--- src/rtl/next_occurrence_date_calc_macros.svh ---
// Assertion helpers for the date calculator
`ifndef NEXT_OCCURRENCE_DATE_CALC_MACROS_SVH
`define NEXT_OCCURRENCE_DATE_CALC_MACROS_SVH

// Same-cycle implication, quiet while reset is held
`define NDC_ASSERT_NOW(lbl, ante, cons, msg) \
  lbl: assert property (@(posedge clk) disable iff (!rst_n) (ante) |-> (cons)) else $error(msg);

// Next-cycle implication, quiet while reset is held
`define NDC_ASSERT_NEXT(lbl, ante, cons, msg) \
  lbl: assert property (@(posedge clk) disable iff (!rst_n) (ante) |=> (cons)) else $error(msg);

`endif

--- src/rtl/ndc_pkg.sv ---
package ndc_pkg;

  localparam int unsigned YR_W   = 13;  // year with headroom for the wrap into the next year
  localparam int unsigned YDAY_W = 9;
  localparam int unsigned MULB_W = 17;
  localparam int unsigned PROD_W = YR_W + MULB_W;
  localparam int unsigned RECIP_SHIFT = 19;

  // floor(x / 100) == (x * DIV100_RECIP) >> 19 for x below 43690
  localparam logic [MULB_W-1:0] DIV100_RECIP = 17'd5243;
  // floor(x / 7) == (x * DIV7_RECIP) >> 19 for x below 104857
  localparam logic [MULB_W-1:0] DIV7_RECIP   = 17'd74899;

  localparam logic [1:0] MODE_TIME  = 2'd0;
  localparam logic [1:0] MODE_WDAY  = 2'd1;
  localparam logic [1:0] MODE_DATE  = 2'd2;
  localparam logic [1:0] MODE_SPARE = 2'd3;

  localparam logic [3:0] MON_FEB = 4'd1;
  localparam logic [3:0] MON_APR = 4'd3;
  localparam logic [3:0] MON_JUN = 4'd5;
  localparam logic [3:0] MON_SEP = 4'd8;
  localparam logic [3:0] MON_NOV = 4'd10;
  localparam logic [3:0] MON_DEC = 4'd11;

  typedef enum logic {
    MUL_DIV100,
    MUL_DIV7
  } mul_op_t;

  function automatic logic [4:0] month_len(input logic [3:0] m, input logic leap);
    logic [4:0] n;
    unique case (m)
      MON_FEB:                            n = leap ? 5'd29 : 5'd28;
      MON_APR, MON_JUN, MON_SEP, MON_NOV: n = 5'd30;
      default:                            n = 5'd31;
    endcase
    return n;
  endfunction

endpackage

--- src/rtl/next_occurrence_date_calc.sv ---
// Channel   | Handshake         | Beat fields
// ----------+-------------------+-----------------------------------------------
// request   | start / busy      | in_now_*, in_req_*, in_next_week
// result    | out_valid strobe  | out_year, out_month, out_mday, out_yday,
//           |                   | out_wday, out_hour, out_min, out_bad_request
//
// Busy stays high while a valid request runs a leap test (multiply, check), a day-of-year
// walk of one month at a time, a weekday pass (divide, sum, multiply, modulo), a wrap check
// (with a new leap test if the year moves on) and a month split. Month-and-day requests take
// a new leap test if the year moves on, a second walk and weekday pass in place of both.
// An invalid request is answered in the next cycle without raising busy. The receiver cannot
// stall: each result is strobed for one cycle as busy drops. Reset clears sequencer and strobe.
`include "next_occurrence_date_calc_macros.svh"

module next_occurrence_date_calc (
  input  logic        clk,
  input  logic        rst_n,
  input  logic        start,
  output logic        busy,
  input  logic [11:0] in_now_year,
  input  logic [3:0]  in_now_month,
  input  logic [4:0]  in_now_mday,
  input  logic [4:0]  in_now_hour,
  input  logic [5:0]  in_now_min,
  input  logic [4:0]  in_req_hour,
  input  logic [5:0]  in_req_min,
  input  logic [1:0]  in_req_mode,
  input  logic [3:0]  in_req_month,
  input  logic [4:0]  in_req_mday,
  input  logic [2:0]  in_req_wday,
  input  logic        in_next_week,
  output logic        out_valid,
  output logic [11:0] out_year,
  output logic [3:0]  out_month,
  output logic [4:0]  out_mday,
  output logic [8:0]  out_yday,
  output logic [2:0]  out_wday,
  output logic [4:0]  out_hour,
  output logic [5:0]  out_min,
  output logic        out_bad_request
);

  localparam int unsigned YR_W   = ndc_pkg::YR_W;
  localparam int unsigned YDAY_W = ndc_pkg::YDAY_W;
  localparam int unsigned PROD_W = ndc_pkg::PROD_W;
  localparam int unsigned SH     = ndc_pkg::RECIP_SHIFT;

  localparam logic [3:0] S_IDLE     = 4'd0;
  localparam logic [3:0] S_LEAP_MUL = 4'd1;
  localparam logic [3:0] S_LEAP_CHK = 4'd2;
  localparam logic [3:0] S_DOY      = 4'd3;
  localparam logic [3:0] S_WD_DIV   = 4'd4;
  localparam logic [3:0] S_WD_SUM   = 4'd5;
  localparam logic [3:0] S_WD_MUL   = 4'd6;
  localparam logic [3:0] S_WD_MOD   = 4'd7;
  localparam logic [3:0] S_ADJ      = 4'd8;
  localparam logic [3:0] S_SPLIT    = 4'd9;

  localparam logic PH_NOW = 1'b0;
  localparam logic PH_TGT = 1'b1;

  logic [3:0]        state_r, state_nxt;
  logic              ph_r, ph_nxt;
  logic [YR_W-1:0]   yr_r, yr_nxt;
  logic              leap_r, leap_nxt;
  logic [3:0]        mon_r, mon_nxt;
  logic [3:0]        lim_r, lim_nxt;
  logic [YDAY_W-1:0] acc_r, acc_nxt;
  logic [YDAY_W-1:0] rem_r, rem_nxt;
  logic [YR_W-1:0]   sum_r, sum_nxt;
  logic [2:0]        nwday_r, nwday_nxt;
  logic [2:0]        wday_r, wday_nxt;

  logic [3:0] nmo_r, nmo_nxt;
  logic [4:0] nd_r, nd_nxt;
  logic [4:0] nh_r, nh_nxt;
  logic [5:0] nmi_r, nmi_nxt;
  logic [4:0] rh_r, rh_nxt;
  logic [5:0] rmi_r, rmi_nxt;
  logic [1:0] mode_r, mode_nxt;
  logic [3:0] rmo_r, rmo_nxt;
  logic [4:0] rd_r, rd_nxt;
  logic [2:0] rw_r, rw_nxt;
  logic       wk_r, wk_nxt;

  logic        out_valid_r, out_valid_nxt;
  logic [11:0] out_year_r, out_year_nxt;
  logic [3:0]  out_month_r, out_month_nxt;
  logic [4:0]  out_mday_r, out_mday_nxt;
  logic [8:0]  out_yday_r, out_yday_nxt;
  logic [2:0]  out_wday_r, out_wday_nxt;
  logic [4:0]  out_hour_r, out_hour_nxt;
  logic [5:0]  out_min_r, out_min_nxt;
  logic        out_bad_r, out_bad_nxt;

  ndc_pkg::mul_op_t   mul_op;
  logic [YR_W-1:0]    mul_a;
  logic [PROD_W-1:0]  prod_r;

  // request decode
  logic [3:0] in_nmo_c, in_rmo_c;
  logic [4:0] in_nd_c;
  logic [2:0] in_rw_c;
  logic [1:0] in_mode_c;
  logic       in_bad;

  // datapath terms
  logic [YR_W-1:0]   p_yr;
  logic [7:0]        c100;
  logic [5:0]        q400;
  logic [9:0]        six_c;
  logic [10:0]       q_small;
  logic [YR_W-1:0]   q_times;
  logic              leap_c;
  logic [2:0]        wd_res;
  logic [4:0]        ml;
  logic              late_time, late_date;
  logic [3:0]        wdiff;
  logic [2:0]        wstep;
  logic [YDAY_W-1:0] yday_a;
  logic [YDAY_W-1:0] year_len;
  logic [2:0]        wday_a;

  ndc_alu u_alu (
    .clk    (clk),
    .op     (mul_op),
    .a      (mul_a),
    .prod_r (prod_r)
  );

  always_comb begin
    in_nmo_c  = (in_now_month > ndc_pkg::MON_DEC) ? ndc_pkg::MON_DEC : in_now_month;
    in_rmo_c  = (in_req_month > ndc_pkg::MON_DEC) ? ndc_pkg::MON_DEC : in_req_month;
    in_nd_c   = (in_now_mday == 5'd0) ? 5'd1 : in_now_mday;
    in_rw_c   = (in_req_wday == 3'd7) ? 3'd0 : in_req_wday;
    in_mode_c = (in_req_mode == ndc_pkg::MODE_SPARE) ? ndc_pkg::MODE_TIME : in_req_mode;
    in_bad    = (in_req_hour > 5'd23) || (in_req_min > 6'd59) ||
                (in_mode_c == ndc_pkg::MODE_DATE && in_req_mday == 5'd0);
  end

  always_comb begin
    p_yr    = yr_r + YR_W'(399);
    c100    = prod_r[SH+7:SH];
    q400    = 6'((9'(c100) + 9'd3) >> 2);
    six_c   = 10'({c100, 2'b00}) + 10'({c100, 1'b0});
    q_small = prod_r[SH+10:SH];
    // q*100 for the century test, and q*7 for the weekday remainder
    q_times = (state_r == S_LEAP_CHK)
            ? YR_W'({q_small, 6'b0}) + YR_W'({q_small, 5'b0}) + YR_W'({q_small, 2'b0})
            : YR_W'({q_small, 3'b0}) - YR_W'(q_small);
    leap_c  = (yr_r[1:0] == 2'b00) && ((q_times != yr_r) || (q_small[1:0] == 2'b00));
    wd_res  = 3'(sum_r - q_times);
    ml      = ndc_pkg::month_len(mon_r, leap_r);

    late_time = (rh_r < nh_r) || (rh_r == nh_r && rmi_r <= nmi_r);
    late_date = (rmo_r < nmo_r) || (rmo_r == nmo_r && rd_r < nd_r);

    wdiff = 4'(rw_r) + 4'd7 - 4'(nwday_r);
    wstep = (wdiff >= 4'd7) ? 3'(wdiff - 4'd7) : 3'(wdiff);
    if (mode_r == ndc_pkg::MODE_WDAY) begin
      yday_a = acc_r + YDAY_W'(wstep) +
               (((late_time && rw_r == nwday_r) || wk_r) ? YDAY_W'(7) : YDAY_W'(0));
      wday_a = rw_r;
    end else if (wk_r) begin
      yday_a = acc_r + YDAY_W'(7);
      wday_a = nwday_r;
    end else if (late_time) begin
      yday_a = acc_r + YDAY_W'(1);
      wday_a = (nwday_r == 3'd6) ? 3'd0 : nwday_r + 3'd1;
    end else begin
      yday_a = acc_r;
      wday_a = nwday_r;
    end
    year_len = leap_r ? YDAY_W'(366) : YDAY_W'(365);
  end

  always_comb begin
    unique case (state_r)
      S_WD_DIV: begin
        mul_op = ndc_pkg::MUL_DIV100;
        mul_a  = p_yr + YR_W'(100);
      end
      S_WD_MUL: begin
        mul_op = ndc_pkg::MUL_DIV7;
        mul_a  = sum_r;
      end
      default: begin
        mul_op = ndc_pkg::MUL_DIV100;
        mul_a  = yr_r;
      end
    endcase
  end

  always_comb begin
    state_nxt = state_r;
    ph_nxt    = ph_r;
    yr_nxt    = yr_r;
    leap_nxt  = leap_r;
    mon_nxt   = mon_r;
    lim_nxt   = lim_r;
    acc_nxt   = acc_r;
    rem_nxt   = rem_r;
    sum_nxt   = sum_r;
    nwday_nxt = nwday_r;
    wday_nxt  = wday_r;
    nmo_nxt   = nmo_r;
    nd_nxt    = nd_r;
    nh_nxt    = nh_r;
    nmi_nxt   = nmi_r;
    rh_nxt    = rh_r;
    rmi_nxt   = rmi_r;
    mode_nxt  = mode_r;
    rmo_nxt   = rmo_r;
    rd_nxt    = rd_r;
    rw_nxt    = rw_r;
    wk_nxt    = wk_r;

    out_valid_nxt = 1'b0;
    out_year_nxt  = out_year_r;
    out_month_nxt = out_month_r;
    out_mday_nxt  = out_mday_r;
    out_yday_nxt  = out_yday_r;
    out_wday_nxt  = out_wday_r;
    out_hour_nxt  = out_hour_r;
    out_min_nxt   = out_min_r;
    out_bad_nxt   = out_bad_r;

    unique case (state_r)
      S_IDLE: begin
        if (start) begin
          if (in_bad) begin
            out_valid_nxt = 1'b1;
            out_year_nxt  = '0;
            out_month_nxt = '0;
            out_mday_nxt  = '0;
            out_yday_nxt  = '0;
            out_wday_nxt  = '0;
            out_hour_nxt  = '0;
            out_min_nxt   = '0;
            out_bad_nxt   = 1'b1;
          end else begin
            state_nxt = S_LEAP_MUL;
            ph_nxt    = PH_NOW;
            yr_nxt    = YR_W'(in_now_year);
            mon_nxt   = '0;
            lim_nxt   = in_nmo_c;
            acc_nxt   = YDAY_W'(in_nd_c) - YDAY_W'(1);
            nmo_nxt   = in_nmo_c;
            nd_nxt    = in_nd_c;
            nh_nxt    = in_now_hour;
            nmi_nxt   = in_now_min;
            rh_nxt    = in_req_hour;
            rmi_nxt   = in_req_min;
            mode_nxt  = in_mode_c;
            rmo_nxt   = in_rmo_c;
            rd_nxt    = in_req_mday;
            rw_nxt    = in_rw_c;
            wk_nxt    = in_next_week;
          end
        end
      end
      S_LEAP_MUL: state_nxt = S_LEAP_CHK;
      S_LEAP_CHK: begin
        leap_nxt = leap_c;
        if (ph_r == PH_NOW || mode_r == ndc_pkg::MODE_DATE) begin
          state_nxt = S_DOY;
        end else begin
          state_nxt = S_SPLIT;
        end
      end
      S_DOY: begin
        // add one whole month per cycle
        if (mon_r < lim_r) begin
          acc_nxt = acc_r + YDAY_W'(ml);
          mon_nxt = mon_r + 4'd1;
        end else begin
          state_nxt = S_WD_DIV;
        end
      end
      S_WD_DIV: state_nxt = S_WD_SUM;
      S_WD_SUM: begin
        sum_nxt   = p_yr + YR_W'(acc_r) + YR_W'((p_yr + YR_W'(4)) >> 2) +
                    YR_W'(q400) + YR_W'(six_c);
        state_nxt = S_WD_MUL;
      end
      S_WD_MUL: state_nxt = S_WD_MOD;
      S_WD_MOD: begin
        if (ph_r == PH_TGT) begin
          out_valid_nxt = 1'b1;
          out_year_nxt  = yr_r[11:0];
          out_month_nxt = rmo_r;
          out_mday_nxt  = rd_r;
          out_yday_nxt  = acc_r;
          out_wday_nxt  = wd_res;
          out_hour_nxt  = rh_r;
          out_min_nxt   = rmi_r;
          out_bad_nxt   = 1'b0;
          state_nxt     = S_IDLE;
        end else begin
          nwday_nxt = wd_res;
          if (mode_r == ndc_pkg::MODE_DATE) begin
            ph_nxt  = PH_TGT;
            yr_nxt  = yr_r + YR_W'(late_date);
            mon_nxt = '0;
            lim_nxt = rmo_r;
            acc_nxt = YDAY_W'(rd_r) - YDAY_W'(1);
            // leap flag only changes if the year moves on
            state_nxt = late_date ? S_LEAP_MUL : S_DOY;
          end else begin
            state_nxt = S_ADJ;
          end
        end
      end
      S_ADJ: begin
        wday_nxt = wday_a;
        mon_nxt  = '0;
        if (yday_a >= year_len) begin
          acc_nxt   = yday_a - year_len;
          rem_nxt   = yday_a - year_len;
          yr_nxt    = yr_r + YR_W'(1);
          ph_nxt    = PH_TGT;
          state_nxt = S_LEAP_MUL;
        end else begin
          acc_nxt   = yday_a;
          rem_nxt   = yday_a;
          state_nxt = S_SPLIT;
        end
      end
      S_SPLIT: begin
        // peel off one month per cycle until the day lands inside it or December is reached
        if (mon_r < ndc_pkg::MON_DEC && rem_r >= YDAY_W'(ml)) begin
          rem_nxt = rem_r - YDAY_W'(ml);
          mon_nxt = mon_r + 4'd1;
        end else begin
          out_valid_nxt = 1'b1;
          out_year_nxt  = yr_r[11:0];
          out_month_nxt = mon_r;
          out_mday_nxt  = 5'(rem_r) + 5'd1;
          out_yday_nxt  = acc_r;
          out_wday_nxt  = wday_r;
          out_hour_nxt  = rh_r;
          out_min_nxt   = rmi_r;
          out_bad_nxt   = 1'b0;
          state_nxt     = S_IDLE;
        end
      end
      default: state_nxt = S_IDLE;
    endcase
  end

  always_ff @(posedge clk) begin
    if (!rst_n) begin
      state_r     <= S_IDLE;
      out_valid_r <= 1'b0;
    end else begin
      state_r     <= state_nxt;
      out_valid_r <= out_valid_nxt;
    end
  end

  always_ff @(posedge clk) begin
    ph_r        <= ph_nxt;
    yr_r        <= yr_nxt;
    leap_r      <= leap_nxt;
    mon_r       <= mon_nxt;
    lim_r       <= lim_nxt;
    acc_r       <= acc_nxt;
    rem_r       <= rem_nxt;
    sum_r       <= sum_nxt;
    nwday_r     <= nwday_nxt;
    wday_r      <= wday_nxt;
    nmo_r       <= nmo_nxt;
    nd_r        <= nd_nxt;
    nh_r        <= nh_nxt;
    nmi_r       <= nmi_nxt;
    rh_r        <= rh_nxt;
    rmi_r       <= rmi_nxt;
    mode_r      <= mode_nxt;
    rmo_r       <= rmo_nxt;
    rd_r        <= rd_nxt;
    rw_r        <= rw_nxt;
    wk_r        <= wk_nxt;
    out_year_r  <= out_year_nxt;
    out_month_r <= out_month_nxt;
    out_mday_r  <= out_mday_nxt;
    out_yday_r  <= out_yday_nxt;
    out_wday_r  <= out_wday_nxt;
    out_hour_r  <= out_hour_nxt;
    out_min_r   <= out_min_nxt;
    out_bad_r   <= out_bad_nxt;
  end

  assign busy            = (state_r != S_IDLE);
  assign out_valid       = out_valid_r;
  assign out_year        = out_year_r;
  assign out_month       = out_month_r;
  assign out_mday        = out_mday_r;
  assign out_yday        = out_yday_r;
  assign out_wday        = out_wday_r;
  assign out_hour        = out_hour_r;
  assign out_min         = out_min_r;
  assign out_bad_request = out_bad_r;

  logic bad_blank;
  logic date_sane;

  assign bad_blank = (out_year == 12'd0) && (out_mday == 5'd0) && (out_yday == 9'd0);
  assign date_sane = (out_mday != 5'd0) && (out_month <= ndc_pkg::MON_DEC) &&
                     (out_wday != 3'd7);

  `NDC_ASSERT_NEXT(a_accept_progress, start && !busy, busy || out_valid, "beat dropped")
  `NDC_ASSERT_NOW(a_strobe_idle, busy, !out_valid, "result strobed while sequencer running")
  `NDC_ASSERT_NOW(a_bad_zero, out_valid && out_bad_request, bad_blank, "date on rejected beat")
  `NDC_ASSERT_NOW(a_good_date, out_valid && !out_bad_request, date_sane, "date out of range")

endmodule

--- src/rtl/ndc_alu.sv ---
module ndc_alu (
  input  logic                              clk,
  input  ndc_pkg::mul_op_t                  op,
  input  logic [ndc_pkg::YR_W-1:0]          a,
  output logic [ndc_pkg::PROD_W-1:0]        prod_r
);

  logic [ndc_pkg::MULB_W-1:0] b;
  logic [ndc_pkg::PROD_W-1:0] prod_nxt;

  always_comb begin
    unique case (op)
      ndc_pkg::MUL_DIV100: b = ndc_pkg::DIV100_RECIP;
      ndc_pkg::MUL_DIV7:   b = ndc_pkg::DIV7_RECIP;
      default:             b = ndc_pkg::DIV100_RECIP;
    endcase
    prod_nxt = ndc_pkg::PROD_W'(a) * ndc_pkg::PROD_W'(b);
  end

  always_ff @(posedge clk) begin
    prod_r <= prod_nxt;
  end

endmodule

--- config.mk ---
export PLATFORM = sky130hd
export DESIGN_NAME = next_occurrence_date_calc
export DESIGN_NICKNAME = d
export VERILOG_FILES = /design/src/rtl/ndc_pkg.sv /design/src/rtl/next_occurrence_date_calc.sv /design/src/rtl/ndc_alu.sv
export VERILOG_INCLUDE_DIRS = /design/src /design/src/rtl
export SDC_FILE = /design/constraint.sdc
export NUM_CORES = 1
export LEC_CHECK = 0
export ABC_AREA = 0
export BUFFER_PORTS_ARGS = -buffer_cell sky130_fd_sc_hd__buf_2
export CORE_MARGIN = 8
export CORE_UTILIZATION = 55
export DETAILED_ROUTE_END_ITERATION = 8
export PLACE_DENSITY_LB_ADDON = 0.15
export SLEW_MARGIN = 20
export SYNTH_ARGS = -nofsm -noshare
export SYNTH_HDL_FRONTEND = slang
export SYNTH_HIERARCHICAL = 1
export SYNTH_SLANG_ARGS = --single-unit
--- constraint.sdc ---
create_clock -name clk -period 7.25 [get_ports clk]
set_input_delay 0.3625 -clock clk [delete_from_list [all_inputs] [get_ports clk]]
set_output_delay 0.3625 -clock clk [all_outputs]
set_load 0.02 [all_outputs]
After elaboration in Yosys (flattened, before gate mapping)
Index checks and enable logic that the tools add are counted.
W data, S select, Z words.
{"block": "word_totals", "reg_bits": 186, "word_cells": 255, "output_inout_bits": 47}
{"block": "op_classes", "reduce_logical": 36, "mux": 105, "bitwise": 3, "n_mul": 1, "addsub": 30, "magnitude_cmp": 13, "n_eq_ne": 35}
{"op": "$mux W9", "count": 14}
{"op": "$mux W4", "count": 23}
{"op": "$mux W13", "count": 6}
{"op": "$mux W12", "count": 4}
{"op": "$pmux W4 S10", "count": 1}
{"op": "$pmux W13 S3", "count": 1}
{"op": "$pmux W12 S3", "count": 1}
{"op": "$pmux W9 S4", "count": 1}
{"op": "$mux W5", "count": 7}
{"op": "$pmux W17 S2", "count": 1}
{"op": "$mul A13 B17 Y30", "count": 1}
{"op": "$mux W3", "count": 10}
{"op": "$pmux W5 S3", "count": 2}
{"op": "$pmux W9 S3", "count": 1}
{"op": "$add A13 B13 Y13", "count": 2}
{"op": "$pmux W13 S2", "count": 1}
{"op": "$mux W6", "count": 4}
{"op": "$ne A2 B2 Y1 const B", "count": 11}
{"op": "$eq A4 B3 Y1 const B", "count": 5}
{"op": "$pmux W4 S5", "count": 1}
{"op": "$add A9 B3 Y9", "count": 2}
{"op": "$pmux W6 S3", "count": 1}
{"op": "$pmux W9 S2", "count": 1}
{"op": "$eq A4 B4 Y1 const B", "count": 4}
{"op": "other kinds (68)", "count": 118}

Longest topological paths before layout
{"block": "logic_depth", "word_depth": 11, "ltp_mapped": 33, "depth_no_buf": 32}

Cells and area by module
The synthesis kept the hierarchy.
{"mod": "next_occurrence_date_calc", "seq_area_each_um2": 4634.4, "area_per_inst_um2": 11886.4, "n_inst": 1, "cells_per_inst": 1202}
{"mod": "ndc_alu", "seq_area_each_um2": 600.6, "area_per_inst_um2": 5536.6, "n_inst": 1, "cells_per_inst": 603}

Worst setup path after synthesis
OpenSTA, ideal clock, no wires.
{"block": "synth_timing", "path_type": "flip-flop to flip-flop", "start": "reg yr_r[0]", "end": "reg u_alu/prod_r[23] in the netlist's numbering", "synth_period_minus_slack_ns": 7.265, "t_arrival_ns": 7.147, "setup_time_ns": 0.118, "path_slack_ns": -0.015, "path_stages_with_launch": 32, "path_cell_list": "edfxtp_1 clkbuf_1 inv_1 ha_1 nor3b_1 o211ai_1 o21ai_0 o31ai_1 or2_2 nor2_1 xnor2_1 nand2_1 o21ai_0 o21ai_0 nand2b_1 xnor2_1 ha_1 fa_1 inv_1 fa_1 inv_1 fa_1 inv_1 fa_1 inv_1 ha_1 a21o_1 a21o_1 a211oi_1 o31a_1 o21ai_1 xnor2_1"}
{"block": "synth_via", "elab_chain_len": 4}
{"item": "start: declaration", "line_no": "next_occurrence_date_calc.sv:64", "source": "logic [YR_W-1:0] yr_r, yr_nxt;"}
{"item": "start signal: assignment", "line_no": "next_occurrence_date_calc.sv:363", "source": "yr_r <= yr_nxt;"}
{"item": "$add A13 B9 Y13", "line_no": "next_occurrence_date_calc.sv:142", "source": "p_yr = yr_r + YR_W'(399);"}
{"item": "$add A13 B7 Y13", "line_no": "next_occurrence_date_calc.sv:181", "source": "mul_a = p_yr + YR_W'(100);"}
{"item": "$pmux W13 S2", "line_no": "next_occurrence_date_calc.sv:178", "source": "unique case (state_r)"}
{"item": "via mul_a[11]", "line_no": "next_occurrence_date_calc.sv:97", "source": "logic [YR_W-1:0] mul_a;"}
{"item": "$mul A13 B17 Y30", "line_no": "ndc_alu.sv:17", "source": "prod_nxt = ndc_pkg::PROD_W'(a) * ndc_pkg::PROD_W'(b);"}
{"item": "via u_alu.prod_nxt, one bit", "line_no": "ndc_alu.sv:9", "source": "logic [ndc_pkg::PROD_W-1:0] prod_nxt;"}
{"item": "end signal: assignment", "line_no": "ndc_alu.sv:21", "source": "prod_r <= prod_nxt;"}
{"item": "end: declaration", "line_no": "ndc_alu.sv:5", "source": "output logic [ndc_pkg::PROD_W-1:0] prod_r"}
The timed path passes the listed nets, and every way through them passes these cells.
A chain may end at the register's enable or synchronous reset.

Final worst setup path
Ends and elaborated chain as after synthesis.

==> reports/results.tsv <==
metric	value	unit
ANT nets after route	0	
Num CTS Buffers	17	
average instance area after synthesis	9.58	um2
worst-case clock buffer depth	2	
depth of the most critical reg-to-reg path	32	
Finished Cell Area	18900	um2
GP Congestion	0.928	
Gate Count Post-Synth	1760	
ratio of final minimum period to clock period	97.7	%
Slew Limit Fails	0	
delay of the slowest cell on the worst path	540	ps
initial antenna violation count	0	
hold path endpoint	rh_r[1]$_DFFE_PP_	
WP data arrival	7430	ps
Die X	191	um
status	complete, no violations	
number of remaining DRC errors	0	
Crit Path Category	reg -> reg	
DRT iter0 DRCs	768	
Tmin final	7090	ps
Starting Density	55.5	%
FILL cells	2576	
Worst-path clk slew	80	ps
synthesized cell area	16900	um2
WL per Instance	18.9	um
flop2flop setup slack	160	ps
port bufs	107	
Setup TNS Final	0	ps
max_cap viols	0	
Yosys Warn Count	6	
H-tree Lvls	4	
WP data required	7590	ps
clock root buffer	clkbuf_16	
wirelength, routed	43500	um
io pins	108	
total die area	36500	um2
RR Endpoint	u_alu/prod_r[23]$_DFF_P_	
DP Area	18000	um2
Final setup viols	0	
fin util	62.3	%
Core ar.	30300	um2
row count	64	
Rel. slew slack	28.2	%
crit path max fanout	6	
Vias/cell	5.57	
crit path capture type	flip-flop	
slowest stage cell, crit path	fa_1	
largest net degree at the start of global routing	47	
drt first pass iters	5	
share of layout cells above drive strength 1	14.4	%
global-route wire length before repair	69000	um
final hold violations	0	
f_max	141	MHz
Layout Skew	15.4	ps
area grow syn2layout	12.3	%
worst r2r src	yr_r[0]$_DFFE_PP_	
detailed placement HPWL	35000	um
Slew @ Worst Pin	1070	ps
CP Launch Type	flip-flop	
vias in the first global route	13300	
# nets final	2277	
WHS Path Cells	1	
HP Class	in -> reg	
grt ovf	0	
Global Route Usage Sum	24.1	%
TritonCTS clock tree	built	
Die Y	191	um
clk_lat worst skew	460	ps
cell mode on critical path	inv_1	
vias	12800	
Antenna diodes	0	
clock sinks	167	
hold_sp	in_req_hour[1]	
-- worst max-delay path: cells and delay by family (launching register included) --
family	cells	cell delay [ps]
flops	1	500
compound gates	8	1480
xor+xnor	3	480
buf+inv	6	520
mux	1	90
simple gates	7	1200
fa+ha+maj	7	2720
-- timing repair --
action / in CTS / in global routing
endpoints found under the setup margin: 0 / 11
setup buffers: 0 / 10
hold buffers: 0 / 0
resized for setup: 0 / 48
-- flip-flops by register name, summed over array words and instances (netlist names), 6 cells and up --
register	flops
acc_r	9
out_yday	9
rmi_r	6
nmi_r	6
u_alu/prod_r	11
out_min	6
sum_r	13
rem_r	9
out_year	12
yr_r	13
-- how the worst max path moves through the flow --
stage | startpoint | end | slack (ps) | depth (start not counted)
floorplan | yr_r[0]$_DFFE_PP_ | u_alu/prod_r[23]$_DFF_P_ | 10 | 31
global placement | yr_r[0]$_DFFE_PP_ | u_alu/prod_r[29]$_DFF_P_ | 190 | 24
detailed placement | yr_r[0]$_DFFE_PP_ | u_alu/prod_r[29]$_DFF_P_ | 80 | 32
finish | yr_r[0]$_DFFE_PP_ | u_alu/prod_r[23]$_DFF_P_ | 160 | 32
CTS | yr_r[0]$_DFFE_PP_ | u_alu/prod_r[29]$_DFF_P_ | 30 | 32
global route | yr_r[0]$_DFFE_PP_ | u_alu/prod_r[24]$_DFF_P_ | -140 | 30
-- area by class of cell --
class | instances | area [um2] | area share [%]
clock buffers | 17 | 425 | 2.25
inverters | 299 | 1120 | 5.93
multi-input cells | 1250 | 10900 | 57.8
well taps | 396 | 495 | 2.62
clock inverters | 15 | 146 | 0.774
repair buffers | 160 | 933 | 4.93
flip-flops and latches | 167 | 4850 | 25.7
-- layer usage --
metal,vias up,share of wire [%],track usage [%],routed length [um]
met5,-,0,0,0
met1,6229,42,28.9,18100
met2,334,51,42.8,22200
met3,93,3.9,3.45,1700
met4,0,3.4,9.68,1470
li1,6181,-,-,-
-- stage by stage --
| step | hold slack (ps) | instances | setup slack (ps) |
|---|---|---|---|
| global route | 58.9 | 2304 | -145 |
| floorplan | 461 | 1771 | 11.5 |
| finish | 80.0 | 2304 | 163 |
| CTS | 65.5 | 2294 | 31.7 |
| detailed placement | 541 | 2262 | 75.1 |
| global placement | 538 | 2262 | 189 |
-- cells in the final DEF (no fill, tap or decap), types with 27 or more instances in the layout --
master,n
edfxtp_1,151
xnor2_1,89
nand3_1,33
nand2_1,114
and2_1,36
o21ai_0,76
buf_2,107
nor2b_1,27
nand2b_1,31
inv_1,294
ha_1,188
nor2_1,100
xor2_1,38
a21oi_1,85
fa_1,127
buf_4,53
Power is left out: the tool's default activity adds up to more than one toggle a clock period on the data nets, which glitch-free logic cannot reach.
